===== src/sv/bfa_pkg.sv =====
package bfa_pkg;

  localparam int ADDR_BITS = 16;

  typedef struct packed {
    logic        req_type;
    logic [15:0] alloc_size;
    logic [9:0]  request_index;
  } in_word_t;

  typedef struct packed {
    logic [15:0] start_address;
    logic [1:0]  status;
  } out_word_t;

  localparam logic [1:0] ST_OK      = 2'd0;
  localparam logic [1:0] ST_NOFIT   = 2'd1;
  localparam logic [1:0] ST_FULL    = 2'd2;
  localparam logic [1:0] ST_IGNORED = 2'd3;

  localparam logic REQ_RELEASE = 1'b1;

  typedef enum logic [2:0] {
    S_CLEAR,
    S_IDLE,
    S_REDUCE,
    S_GRD,
    S_SCAN,
    S_UPD1,
    S_UPD2,
    S_FIN
  } ctl_state_t;

  typedef struct packed {
    logic load;
    logic reduce;
    logic grd;
    logic scan;
    logic upd1;
    logic upd2;
    logic push;
    logic clr_start;
    logic clr_run;
  } ctl_cmd_t;

  typedef struct packed {
    logic reduce_done;
    logic scan_done;
    logic clr_done;
    logic out_busy;
  } ctl_sts_t;

endpackage


===== src/sv/bfa_ctrl.sv =====
module bfa_ctrl import bfa_pkg::*; (
  input  logic     clk,
  input  logic     rst_n,
  input  logic     in_valid,
  input  logic     cfg_valid,
  input  ctl_sts_t sts,
  output logic     in_ready,
  output logic     cfg_ready,
  output ctl_cmd_t cmd
);

  ctl_state_t state_r, state_nxt;

  always_ff @(posedge clk) begin
    if (!rst_n) begin
      state_r <= S_CLEAR;
    end else begin
      state_r <= state_nxt;
    end
  end

  always_comb begin
    state_nxt = state_r;
    cmd = '0;
    in_ready = 1'b0;
    cfg_ready = 1'b0;
    unique case (state_r)
      S_CLEAR: begin
        cfg_ready = 1'b1;
        cmd.clr_run = 1'b1;
        if (cfg_valid) begin
          cmd.clr_start = 1'b1;
        end else if (sts.clr_done) begin
          state_nxt = S_IDLE;
        end
      end
      S_IDLE: begin
        cfg_ready = 1'b1;
        in_ready = !cfg_valid;
        if (cfg_valid) begin
          cmd.clr_start = 1'b1;
          state_nxt = S_CLEAR;
        end else if (in_valid) begin
          cmd.load = 1'b1;
          state_nxt = S_REDUCE;
        end
      end
      S_REDUCE: begin
        cmd.reduce = 1'b1;
        if (sts.reduce_done) begin
          state_nxt = S_GRD;
        end
      end
      S_GRD: begin
        cmd.grd = 1'b1;
        state_nxt = S_SCAN;
      end
      S_SCAN: begin
        cmd.scan = 1'b1;
        if (sts.scan_done) begin
          state_nxt = S_UPD1;
        end
      end
      S_UPD1: begin
        cmd.upd1 = 1'b1;
        state_nxt = S_UPD2;
      end
      S_UPD2: begin
        cmd.upd2 = 1'b1;
        state_nxt = S_FIN;
      end
      S_FIN: begin
        if (!sts.out_busy) begin
          cmd.push = 1'b1;
          state_nxt = S_IDLE;
        end
      end
      default: state_nxt = S_CLEAR;
    endcase
  end

endmodule


===== config.mk =====
export PLATFORM = sky130hd
export DESIGN_NAME = bfa_ctrl
export DESIGN_NICKNAME = d
export VERILOG_FILES = /design/src/sv/bfa_pkg.sv /design/src/sv/bfa_ctrl.sv
export SDC_FILE = /design/constraint.sdc
export NUM_CORES = 1
export LEC_CHECK = 0
export BUFFER_PORTS_ARGS = -buffer_cell sky130_fd_sc_hd__buf_2
export CAP_MARGIN = 20
export CORE_AREA = 2 2 39 41
export CTS_CLUSTER_DIAMETER = 150
export DETAILED_ROUTE_END_ITERATION = 10
export DIE_AREA = 0 0 41 43
export PLACE_DENSITY = 0.48
export SYNTH_ARGS = -nofsm -noshare
export SYNTH_HDL_FRONTEND = slang
export SYNTH_SLANG_ARGS = --single-unit

===== constraint.sdc =====
create_clock -name clk -period 1.1 [get_ports clk]
set_input_delay 0.11 -clock clk [delete_from_list [all_inputs] [get_ports clk]]
set_output_delay 0.11 -clock clk [all_outputs]
set_load 0.03 [all_outputs]

Word level (Yosys, flattened, before mapping)
Index checks and enable logic that the tools add are counted.
{"block": "totals", "in_bits": 8, "register_bits": 3}
{"block": "classes", "eq_ne": 13, "reduce_logical": 4, "n_mux": 23}
{"op": "$pmux 3 s8", "n": 1}
{"op": "$mux 3", "n": 7}
{"op": "$mux 1", "n": 15}
{"op": "$eq 3x3->1 const B", "n": 4}
{"op": "$ne 2x2->1 const B", "n": 5}
{"op": "$eq 3x2->1 const B", "n": 2}
{"op": "$reduce_and 6->1", "n": 1}
{"op": "$eq 3x1->1 const B", "n": 1}
{"op": "$logic_not 3->1", "n": 1}
{"op": "$ne 3x3->1 const B", "n": 1}
{"op": "$reduce_or 2->1", "n": 1}
{"op": "$logic_not 1->1", "n": 1}

Longest topological paths before layout
Gate-level depths: netlist (run 1).
{"block": "depth", "depth_word": 3, "mapped_depth": 4, "ltp_nobuf": 3}

Worst setup path before layout (run 1)
No wires, ideal clock.
{"block": "synth_path", "path_type": "reg-to-output", "startpoint": "register state_r[1]", "endpoint": "output cmd[8] in the netlist's numbering", "slack_ps": -900, "t_arrival_ps": 1890, "n_path_buf": 0, "path_stages_with_launch": 3, "cell_sequence": "dfxtp_1 > nor4b_1 > and2_1"}
{"element": "start: declaration", "line_no": "bfa_ctrl.sv:12", "rtl": "ctl_state_t state_r, state_nxt;"}
{"element": "start signal: assignment", "line_no": "bfa_ctrl.sv:18", "rtl": "state_r <= state_nxt;"}
{"element": "end: declaration", "line_no": "bfa_ctrl.sv:9", "rtl": "output ctl_cmd_t cmd"}

Worst setup path after layout (run 1)
{"block": "layout_path", "startpoint": "register state_r[2]", "endpoint": "register state_r[0]"}
{"block": "layout_between", "elab_chain_cells": 3, "word_cells_on_any_way": 16, "classes_between": "13 x eq/ne; 1 x mux; 2 x reduce/logical"}
{"element": "$eq 3x1->1, or another cell as far along", "line_no": "bfa_ctrl.sv:27", "rtl": "unique case (state_r)"}
{"element": "$ne 3x3->1 (no source line) / $ne 2x2->1 (equally long branches)"}
{"element": "$reduce_and 6->1 (no source line)"}
Parallel ways exist; a longest one is shown, timed or not.
A chain may end at the register's enable or synchronous reset.

==> results by group, run 1 <==
Run status
  – Status: finished, violations left
  – Failing checks: negative setup slack

Power and ir drop
  – Lkg Pwr: 0.3145 nW
  – Worst VDD drop: 0.6302 mV
  – Switch share: 36.55%
  – Comb power frac: 58.5%
  – PwrDens: 1234 nW/µm²
  – Power, Total: 0.0008292 W
  – Int Power: 0.0005261 W
  – Clock power frac: 23.3%
  – Sequential share of power: 18.3%
  – Sw power: 0.0003031 W

Clocking
  – Htree depth: 1
  – Hold Buf Count CTS: 0
  – Clk slew on worst S/H paths: 0.04 ns
  – Worst skew pair latency: 0.23 ns
  – Total CTS buffers: 3
  – Clock tree buffer depth: 2
  – CTS tree: yes
  – CTS sink count: 3
  – Root Driver: clkbuf_4

Setup path
  – R2r startpoint: state_r[2]
  – CP Launch Point: state_r[2]
  – Highest fanout seen on the critical path: 4
  – Worst path max stage delay: 0.53 ns
  – Crit. End Element: flip-flop
  – Reg2reg setup slack: -0.22 ns
  – Slowest cell on crit path: or4_4
  – RR Endpoint: state_r[0]
  – Crit path required time: 1.27 ns
  – Setup CP Type: reg -> reg
  – CP Launch Type: flip-flop
  – FF-to-FF path depth: 4
  – Crit path arrival time: 1.49 ns
  – CP Cell Sequence: buf_4, or4_4, o211ai_2, o311a_1

Global route
  – Vias in the first global route: 339
  – Wire length of the first global-routing pass: 1.380 mm
  – Initial antenna violation count: 0
  – GRT Util Overall: 12.12%
  – Pin count of the biggest net entering global routing: 8
  – Total global routing overflow: 0

Placed design
  – DPL Wire Length: 594.4 µm
  – Post-DP Area: 471.7 µm²
  – Dpl cells: 71
  – Port bufs: 18
  – Global placer's final weighted congestion: 0.7094

Synthesis
  – Cell count after synthesis: 32
  – Number of synthesized flops with an enable pin: 0
  – Synth Register Bits: 3
  – Area leader, netlist: dfxtp_1
  – Syn Area/Cell: 7.546 µm²
  – Syn nets: 40
  – Post-synth top area share: 24.87%
  – Sequential area share after synthesis: 24.87%
  – Most common cell in the netlist: nor2_1
  – Commonest cells post-synth: nor2_1, clkbuf_1, dfxtp_1, nor3b_1
  – Ys flop type: dfxtp_1
  – Netlist cell types: 18
  – Mapped Area: 241.5 µm²
  – Synth warn: 0
  – Synth top area cells: dfxtp_1, nor3b_1, nor2_1, and3b_1, and2_1
  – Async SR Flop Fraction: 0%

Route
  – Vias post-DR: 361
  – Drt pass-1 iters: 4
  – Routed Antenna Nets: 0
  – Via density: 4.457
  – DRC Markers: 0
  – Drt wl/cell: 10.49 µm
  – WL final: 850 µm
  – Initial DRC count: 7

Cells and area
  – Most flop-heavy register: state_r
  – Layout area overhead: 178.2%
  – Nets: 74
  – Layout Cells excl Fill: 81
  – Largest register FFs: 3
  – Finished Core Util: 48.55%
  – Final instance area: 671.9 µm²
  – FILL cells: 140
  – Antenna Cells: 0
  – Top Registers: state_r (3)
  – Fraction of layout cells with a size suffix above 1: 80.00%

Timing
  – Hold Vio Cnt, Final: 0
  – Max Clock Freq: 0.7591 GHz
  – Final Cycle Share: 119.8%
  – Max Transition Viols Final: 0
  – Rel. slew slack: 86.09%
  – Unrepaired setup endpoints after global routing: true
  – Setup WS post-layout: -0.2174 ns
  – Setup violators final: 11
  – Max Clock Skew: 0.001512 ns
  – Slew @ Worst Pin: 0.2078 ns
  – Crit path time final: 1.317 ns

Floorplan
  – Starting Density: 17.45%
  – Die area: 1763 µm²
  – Die Y: 43 µm
  – Die Wd: 41 µm
  – Row cnt: 14
  – Core area: 1384 µm²
  – Top Ports: 19

Hold path
  – Hold Path End: state_r[0]
  – Hold Crit Start: rst_n
  – Hold Path Class: in -> reg
  – Hold Path Stages: 2

Run
  – Max cap viols: 0
area by class of cell:
type / instances / area, µm² / area share, %
repair buffers: 32 / 290.3 / 43.20
multi-input cells: 26 / 264.0 / 39.29
flip-flops and latches: 3 / 71.32 / 10.61
clock buffers: 4 / 26.28 / 3.911
well taps: 16 / 20.02 / 2.980
layer usage:
| layer | share of wire [%] | track usage, % |
|---|---|---|
| met1 | 37 | 13.74 |
| met2 | 54 | 16.88 |
| met3 | 5.6 | 4.712 |
| met4 | 3.1 | 10.00 |
| met5 | 0 | 0 |
worst max-delay path by stage:
| stage | endpoint | slack (ns) | depth (start not counted) |
|---|---|---|---|
| global route | cmd[8] | -0.26 | 4 |
| floorplan | cmd[8] | -0.14 | 2 |
| CTS | cmd[8] | -0.22 | 4 |
| detailed placement | state_r[0] | -0.08 | 3 |
| global placement | state_r[0] | -0.06 | 3 |
| finish | state_r[0] | -0.22 | 4 |
cells in the final DEF, fill, tap and decap left out:
cell type / n
o311a_1: 1
nor2_4: 3
clkbuf_1: 1
nor3b_1: 1
nor3_4: 1
buf_6: 16
and3b_1: 2
o21ai_0: 1
clkbuf_4: 3
buf_4: 8
nor2b_1: 1
or4_4: 1
nor4b_4: 1
buf_8: 1
nor2_2: 1
nand2b_4: 1
o211ai_2: 1
nor2_1: 1
nand2_4: 1
a21oi_1: 2
nor3b_4: 2
a22o_1: 1
dfxtp_4: 3
buf_2: 7
a22oi_1: 1
nand2_1: 1
and2_4: 2
power groups by stage:
stage / logic (W) / clock network (W) / registers (W)
final: 0.000485 / 0.000193 / 0.000151
after global routing: 0.000517 / 0.000214 / 0.000154
after CTS: 0.000428 / 0.000200 / 0.000152
after detailed placement: 0.000338 / 0 / 0.000144
after global placement: 0.000338 / 0 / 0.000146
after floorplan: 0.000237 / 0 / 0.000143
timing repair:
action,in CTS,in global routing
buffers inserted,3,2
pin swaps,7,4
setup endpoints to repair,12,13
cloned,1,0
gates resized for setup,34,6
worst max-delay path: cells and delay by family (launching register included):
| family | cells | cell delay [ns] |
|---|---|---|
| AO/OA/AOI/OAI | 2 | 0.23 |
| buffers and inverters | 1 | 0.15 |
| flip-flops | 1 | 0.35 |
| AND/OR/NAND/NOR | 1 | 0.53 |
logic make-up (layout without fill, tap and decap cells):
family / count (synthesis) / after routing / share of synthesized area [%]
AND/OR/NAND/NOR: 19 / 19 / 48.19
flip-flops: 3 / 3 / 24.87
buffers and inverters: 3 / 36 / 4.663
AO/OA/AOI/OAI: 7 / 7 / 22.28
through the flow:
step	worst slack, ns	hold WS [ns]	setup TNS [ns]
global placement	-0.06138	0.3709	-0.1154
CTS	-0.2205	0.1302	-1.185
finish	-0.2174	0.1380	-1.167
floorplan	-0.1438	0.2409	-0.2584
global route	-0.2645	0.1429	-1.652
detailed placement	-0.07543	0.3747	-0.1388
No activity file was read; power rests on OpenSTA's default activity.
==> inputs of run 2 (changes only) <==
--- a/config.mk
+++ b/config.mk
@@ -11,7 +11,7 @@
 export CTS_CLUSTER_DIAMETER = 150
 export DETAILED_ROUTE_END_ITERATION = 10
 export DIE_AREA = 0 0 41 43
-export PLACE_DENSITY = 0.48
+export PLACE_DENSITY_LB_ADDON = 0.08
 export SYNTH_ARGS = -nofsm -noshare
 export SYNTH_HDL_FRONTEND = slang
 export SYNTH_SLANG_ARGS = --single-unit
==> results by group, run 2 (synthesis results as in run 1) <==
Run status
  – Status: finished, violations left
  – Failing checks: negative setup slack

Setup path
  – FF-to-FF path depth: 4 (unchanged)
  – RR Endpoint: state_r[0]
  – Reg2reg setup slack: -0.20 ns (+0.02 ns)
  – Crit. End Element: output port
  – Highest fanout seen on the critical path: 4 (unchanged)
  – Crit path required time: 0.99 ns (-0.28 ns)
  – R2r startpoint: state_r[2]
  – Setup CP Type: reg -> out
  – CP Launch Type: flip-flop
  – Crit path arrival time: 1.23 ns (-0.26 ns)

Cells and area
  – Largest register FFs: 3 (unchanged)
  – Nets: 69 (-6.8%)
  – FF/Latch Area: 66.31 µm² (-7.0%)
  – Layout Cells excl Fill: 76 (-6.2%)
  – FILL cells: 140 (unchanged)
  – Top Registers: state_r (3)
  – Most flop-heavy register: state_r
  – Commonest non-fill, non-tap cell in the layout: buf_6
  – Fraction of layout cells with a size suffix above 1: 75.00% (-5.0 points)
  – Commonest non-fill, non-tap cells in the layout: buf_6, buf_2, buf_4
  – Antenna Cells: 0 (unchanged)
  – Area of the multi-input gates: 247.7 µm² (-6.2%)
  – Layout area overhead: 145.1%

Hold path
  – Hold Path End: state_r[1]
  – Hold Path Class: in -> reg
  – Hold Crit Start: rst_n
  – Hold Path Stages: 3 (+1)

Clocking
  – CTS sink count: 3 (unchanged)
  – CTS tree: yes
  – Total CTS buffers: 3 (unchanged)
  – Htree depth: 1 (unchanged)
  – Clock tree buffer depth: 2 (unchanged)
  – Worst skew pair latency: 0.23 ns (about the same)
  – Root Driver: clkbuf_4
  – Clk slew on worst S/H paths: 0.03 ns (about the same)

Route
  – DRC Markers: 0 (unchanged)
  – Drt pass-1 iters: 4 (unchanged)
  – Initial DRC count: 3 (-4)
  – Vias post-DR: 341 (-5.5%)
  – Drt wl/cell: 10.93 µm (+4.2%)
  – Via density: 4.487 (+0.67%)
  – Routed Antenna Nets: 0 (unchanged)
  – WL final: 831 µm (-2.2%)

Timing
  – Crit path time final: 1.339 ns (+0.02179 ns)
  – Max Transition Viols Final: 0 (unchanged)
  – Setup WS post-layout: -0.2392 ns (-0.02179 ns)
  – Rel. slew slack: 84.77% (-1.3 points)
  – Min Hold Slack: 0.1335 ns (-0.004554 ns)
  – Setup violators final: 11 (unchanged)
  – Max Clock Freq: 0.7467 GHz (-1.6%)
  – Hold Vio Cnt, Final: 0 (unchanged)
  – Unrepaired setup endpoints after global routing: true
  – Final Cycle Share: 121.7% (+2.0 points)
  – Max Clock Skew: 0.0002931 ns (-0.001219 ns)
  – Slew @ Worst Pin: 0.2274 ns (+0.01963 ns)

Global route
  – GRT Util Overall: 11.22% (-0.90 points)
  – Initial antenna violation count: 0 (unchanged)
  – Wire length of the first global-routing pass: 1.373 mm (-0.51%)
  – Pin count of the biggest net entering global routing: 8 (unchanged)
  – Total global routing overflow: 0 (unchanged)
  – Vias in the first global route: 361 (+6.5%)

Floorplan
  – Die Wd: 41 µm (unchanged)
  – Core area: 1384 µm² (unchanged)
  – Starting Density: 17.45% (unchanged)
  – Top Ports: 19 (unchanged)
  – Die area: 1763 µm² (unchanged)
  – Die Y: 43 µm (unchanged)
  – Row cnt: 14 (unchanged)

Placed design
  – Dpl cells: 69 (-2.8%)
  – Port bufs: 18 (unchanged)
  – Global placer's final weighted congestion: 0.7932 (+12%)
  – DPL Wire Length: 634.9 µm (+6.8%)

Power and ir drop
  – PwrDens: 1275 nW/µm² (+3.3%)
  – Worst VDD drop: 0.4190 mV (-34%)
  – Lkg Pwr: 0.2683 nW (-15%)

Run
  – Max cap viols: 0 (unchanged)
==> run 2: cell type report <==
cell class / instances / area share [%]
clock buffers: 4 / 4.440
multi-input cells: 26 / 41.86
flip-flops and latches: 3 / 11.21
well taps: 16 / 3.383
repair buffers: 27 / 39.11
==> run 2: what timing repair did <==
| item | CTS | global route |
|---|---|---|
| cloned | 0 | 0 |
| pin swaps | 4 | 0 |
| setup endpoints to repair | 12 | 12 |
| resized for setup | 25 | 2 |
| setup buffers | 3 | 0 |
| hold buffers | 0 | 0 |
==> run 2: metal layers <==
layer | global-route usage, % | vias up | wire (µm)
li1 | - | 171 | -
met1 | 12.14 | 161 | 312
met2 | 18.44 | 9 | 479
met3 | 1.571 | 0 | 40
met4 | 8.000 | 0 | 0
met5 | 0 | - | 0
==> run 2: report_power, final <==
group          internal (W)  switching, W
clock              0.000136     0.0000548
sequential         0.000128     0.0000263
combinational      0.000212      0.000198
==> run 2: worst max-delay path by stage <==
stage	to	from	slack (ns)	cells after the start
floorplan	cmd[8]	state_r[1]	-0.14	2
CTS	cmd[8]	state_r[2]	-0.24	4
global route	cmd[8]	state_r[2]	-0.29	4
detailed placement	cmd[8]	state_r[2]	-0.1	4
global placement	state_r[0]	state_r[2]	-0.08	3
finish	cmd[8]	state_r[2]	-0.24	4
==> run 2: critical path, cell delays in order, from the launching register on <==
cell and delay [ns]:
dfxtp_2 0.33, buf_6 0.13, nor4b_4 0.23, and2_4 0.18, buf_6 0.12
==> run 2: stage by stage <==
| step | TNS [ns] | setup WS [ns] | util, % | power, W | cell area (µm²) |
|---|---|---|---|---|---|
| after floorplan | -0.2584 | -0.1438 | - | 0.0003801 | 327.8 |
| after global placement | -0.1495 | -0.08292 | 33.00 | 0.0004712 | 456.7 |
| after detailed placement | -0.1734 | -0.09958 | 33.00 | 0.0004737 | 456.7 |
| after CTS | -1.234 | -0.2446 | 42.22 | 0.0007555 | 584.3 |
| after global routing | -1.752 | -0.2939 | 42.77 | 0.0008096 | 591.8 |
| final | -1.211 | -0.2392 | 42.77 | 0.0007545 | 591.8 |
==> inputs of run 3 (changes only) <==
--- a/config.mk
+++ b/config.mk
@@ -5,7 +5,7 @@
 export SDC_FILE = /design/constraint.sdc
 export NUM_CORES = 1
 export LEC_CHECK = 0
-export BUFFER_PORTS_ARGS = -buffer_cell sky130_fd_sc_hd__buf_2
+export BUFFER_PORTS_ARGS = -buffer_cell sky130_fd_sc_hd__buf_4
 export CAP_MARGIN = 20
 export CORE_AREA = 2 2 39 41
 export CTS_CLUSTER_DIAMETER = 150
==> results by group, run 3 (synthesis results as in run 1) <==
Power and ir drop
  – Sequential share of power: 17.9% (-2.5 points)
  – Comb power frac: 59.2% (+4.9 points)
  – Int Power: 0.0005330 W (+12%)
  – Worst VDD drop: 0.6473 mV (+54%)
  – PwrDens: 1191 nW/µm² (-6.6%)
  – Switch share: 36.15% (-0.79 points)
  – Power, Total: 0.0008348 W (+11%)
  – Lkg Pwr: 0.3200 nW (+19%)
  – Clock power frac: 22.9% (-2.4 points)
  – Sw power: 0.0003018 W (+8.3%)

Timing
  – Max Clock Skew: 0.0005045 ns (+0.0002113 ns)
  – Slew @ Worst Pin: 0.2126 ns (-0.01485 ns)
  – Setup WS post-layout: -0.1945 ns (+0.04468 ns)
  – Unrepaired setup endpoints after global routing: true
  – Crit path time final: 1.295 ns (-0.04468 ns)
  – Final Cycle Share: 117.7% (-4.1 points)
  – Max Clock Freq: 0.7725 GHz (+3.5%)
  – Rel. slew slack: 85.77% (+0.99 points)
  – Setup violators final: 11 (unchanged)
  – Hold Vio Cnt, Final: 0 (unchanged)
  – Max Transition Viols Final: 0 (unchanged)

Cells and area
  – Layout area overhead: 190.2%
  – Top Registers: state_r (3)
  – Commonest non-fill, non-tap cell in the layout: buf_4
  – Commonest non-fill, non-tap cells in the layout: buf_4, buf_6, nor2_4, clkbuf_4
  – Largest register FFs: 3 (unchanged)
  – Layout Cells excl Fill: 81 (+6.6%)
  – Final instance area: 700.7 µm² (+18%)
  – Fraction of layout cells with a size suffix above 1: 84.62% (+9.6 points)
  – Antenna Cells: 0 (unchanged)
  – Most flop-heavy register: state_r
  – Finished Core Util: 50.63% (+7.9 points)
  – FILL cells: 131 (-6.4%)
  – Nets: 74 (+7.2%)

Route
  – DRC Markers: 0 (unchanged)
  – Vias post-DR: 361 (+5.9%)
  – Initial DRC count: 2 (-1)
  – Drt pass-1 iters: 2 (-2)
  – Drt wl/cell: 11.17 µm (+2.2%)
  – Routed Antenna Nets: 0 (unchanged)
  – Via density: 4.457 (-0.67%)
  – WL final: 905 µm (+8.9%)

Setup path
  – Crit path required time: 0.99 ns (about the same)
  – CP Launch Type: flip-flop
  – Highest fanout seen on the critical path: 3 (-1)
  – R2r startpoint: state_r[2]
  – Reg2reg setup slack: -0.09 ns (+0.11 ns)
  – Setup CP Type: reg -> out
  – CP Launch Point: state_r[2]
  – Crit. End Element: output port
  – Crit path arrival time: 1.18 ns (-0.05 ns)

Hold path
  – Hold Crit Start: rst_n
  – Hold Path Class: in -> reg

Placed design
  – DPL Wire Length: 647.8 µm (+2.0%)
  – Port bufs: 18 (unchanged)
  – Dpl cells: 69 (unchanged)
  – Post-DP Area: 501.7 µm² (+9.9%)
  – Global placer's final weighted congestion: 0.8089 (+2.0%)

Global route
  – Initial antenna violation count: 0 (unchanged)
  – Vias in the first global route: 357 (-1.1%)
  – Total global routing overflow: 0 (unchanged)
  – GRT Util Overall: 12.74% (+1.5 points)
  – Pin count of the biggest net entering global routing: 9 (+1)
  – Wire length of the first global-routing pass: 1.518 mm (+11%)

Clocking
  – Htree depth: 1 (unchanged)
  – Clk slew on worst S/H paths: 0.04 ns (about the same)
  – Total CTS buffers: 3 (unchanged)
  – CTS tree: yes
  – Root Driver: clkbuf_4
  – Clock tree buffer depth: 2 (unchanged)
  – Worst skew pair latency: 0.23 ns (about the same)
  – CTS sink count: 3 (unchanged)

Run
  – Max cap viols: 0 (unchanged)

Floorplan
  – Die Wd: 41 µm (unchanged)
  – Die Y: 43 µm (unchanged)
  – Die area: 1763 µm² (unchanged)
  – Starting Density: 17.45% (unchanged)
  – Row cnt: 14 (unchanged)
  – Top Ports: 19 (unchanged)
  – Core area: 1384 µm² (unchanged)

Run status
  – Status: finished, violations left
  – Failing checks: negative setup slack
[run 3: worst max-delay path: stages, from the launching register on]
cell and delay (ns):
dfxtp_2 0.31, buf_6 0.12, nor4b_4 0.22, and2_4 0.18
buf_6 0.12
[run 3: metrics by stage]
step,TNS (ns),setup WS [ns],hold WS [ns]
2_1_floorplan,-0.2584,-0.1438,0.2409
3_3_place_gp,-0.03973,-0.02549,0.3701
3_5_place_dp,-0.07626,-0.03865,0.3739
4_1_cts,-1.588,-0.2099,0.1331
5_1_grt,-2.183,-0.2553,0.1474
6_report,-1.506,-0.1945,0.1397
[run 3: final timing paths]
path	endpoint	cells past startpoint
min reg2reg	state_r[0]	2
min	state_r[0]	2
max reg2reg	state_r[0]	4
max	cmd[8]	4
[run 3: layout make-up]
type	count	area, µm²	share of cell area (%)
Clock buffer	4	26.28	3.750
Multi-Input combinational cell	26	272.8	38.93
Sequential cell	3	68.82	9.821
Tap cell	16	20.02	2.857
Timing Repair Buffer	32	312.8	44.64
[run 3: power groups by stage]
stage          Clock [W]  Sequential (W)  Combinational, W
2_1_floorplan          0        0.000143          0.000237
3_3_place_gp           0        0.000146          0.000354
3_5_place_dp           0        0.000148          0.000358
4_1_cts         0.000203        0.000149          0.000477
5_1_grt         0.000215        0.000152          0.000525
6_report        0.000191        0.000150          0.000494
[run 3: per-layer routing]
layer / part of all wire [%] / global-route usage [%]
met1: 38 / 13.78
met2: 58 / 20.63
met3: 4.0 / 4.712
met4: 0 / 6.000
met5: 0 / 0
[run 3: what timing repair did]
item                       CTS  global route
buffers inserted             8             0
pin swaps                    5             3
resized for setup           22             6
setup endpoints to repair   12            13
gates cloned                 0             0
hold buffers                 0             0
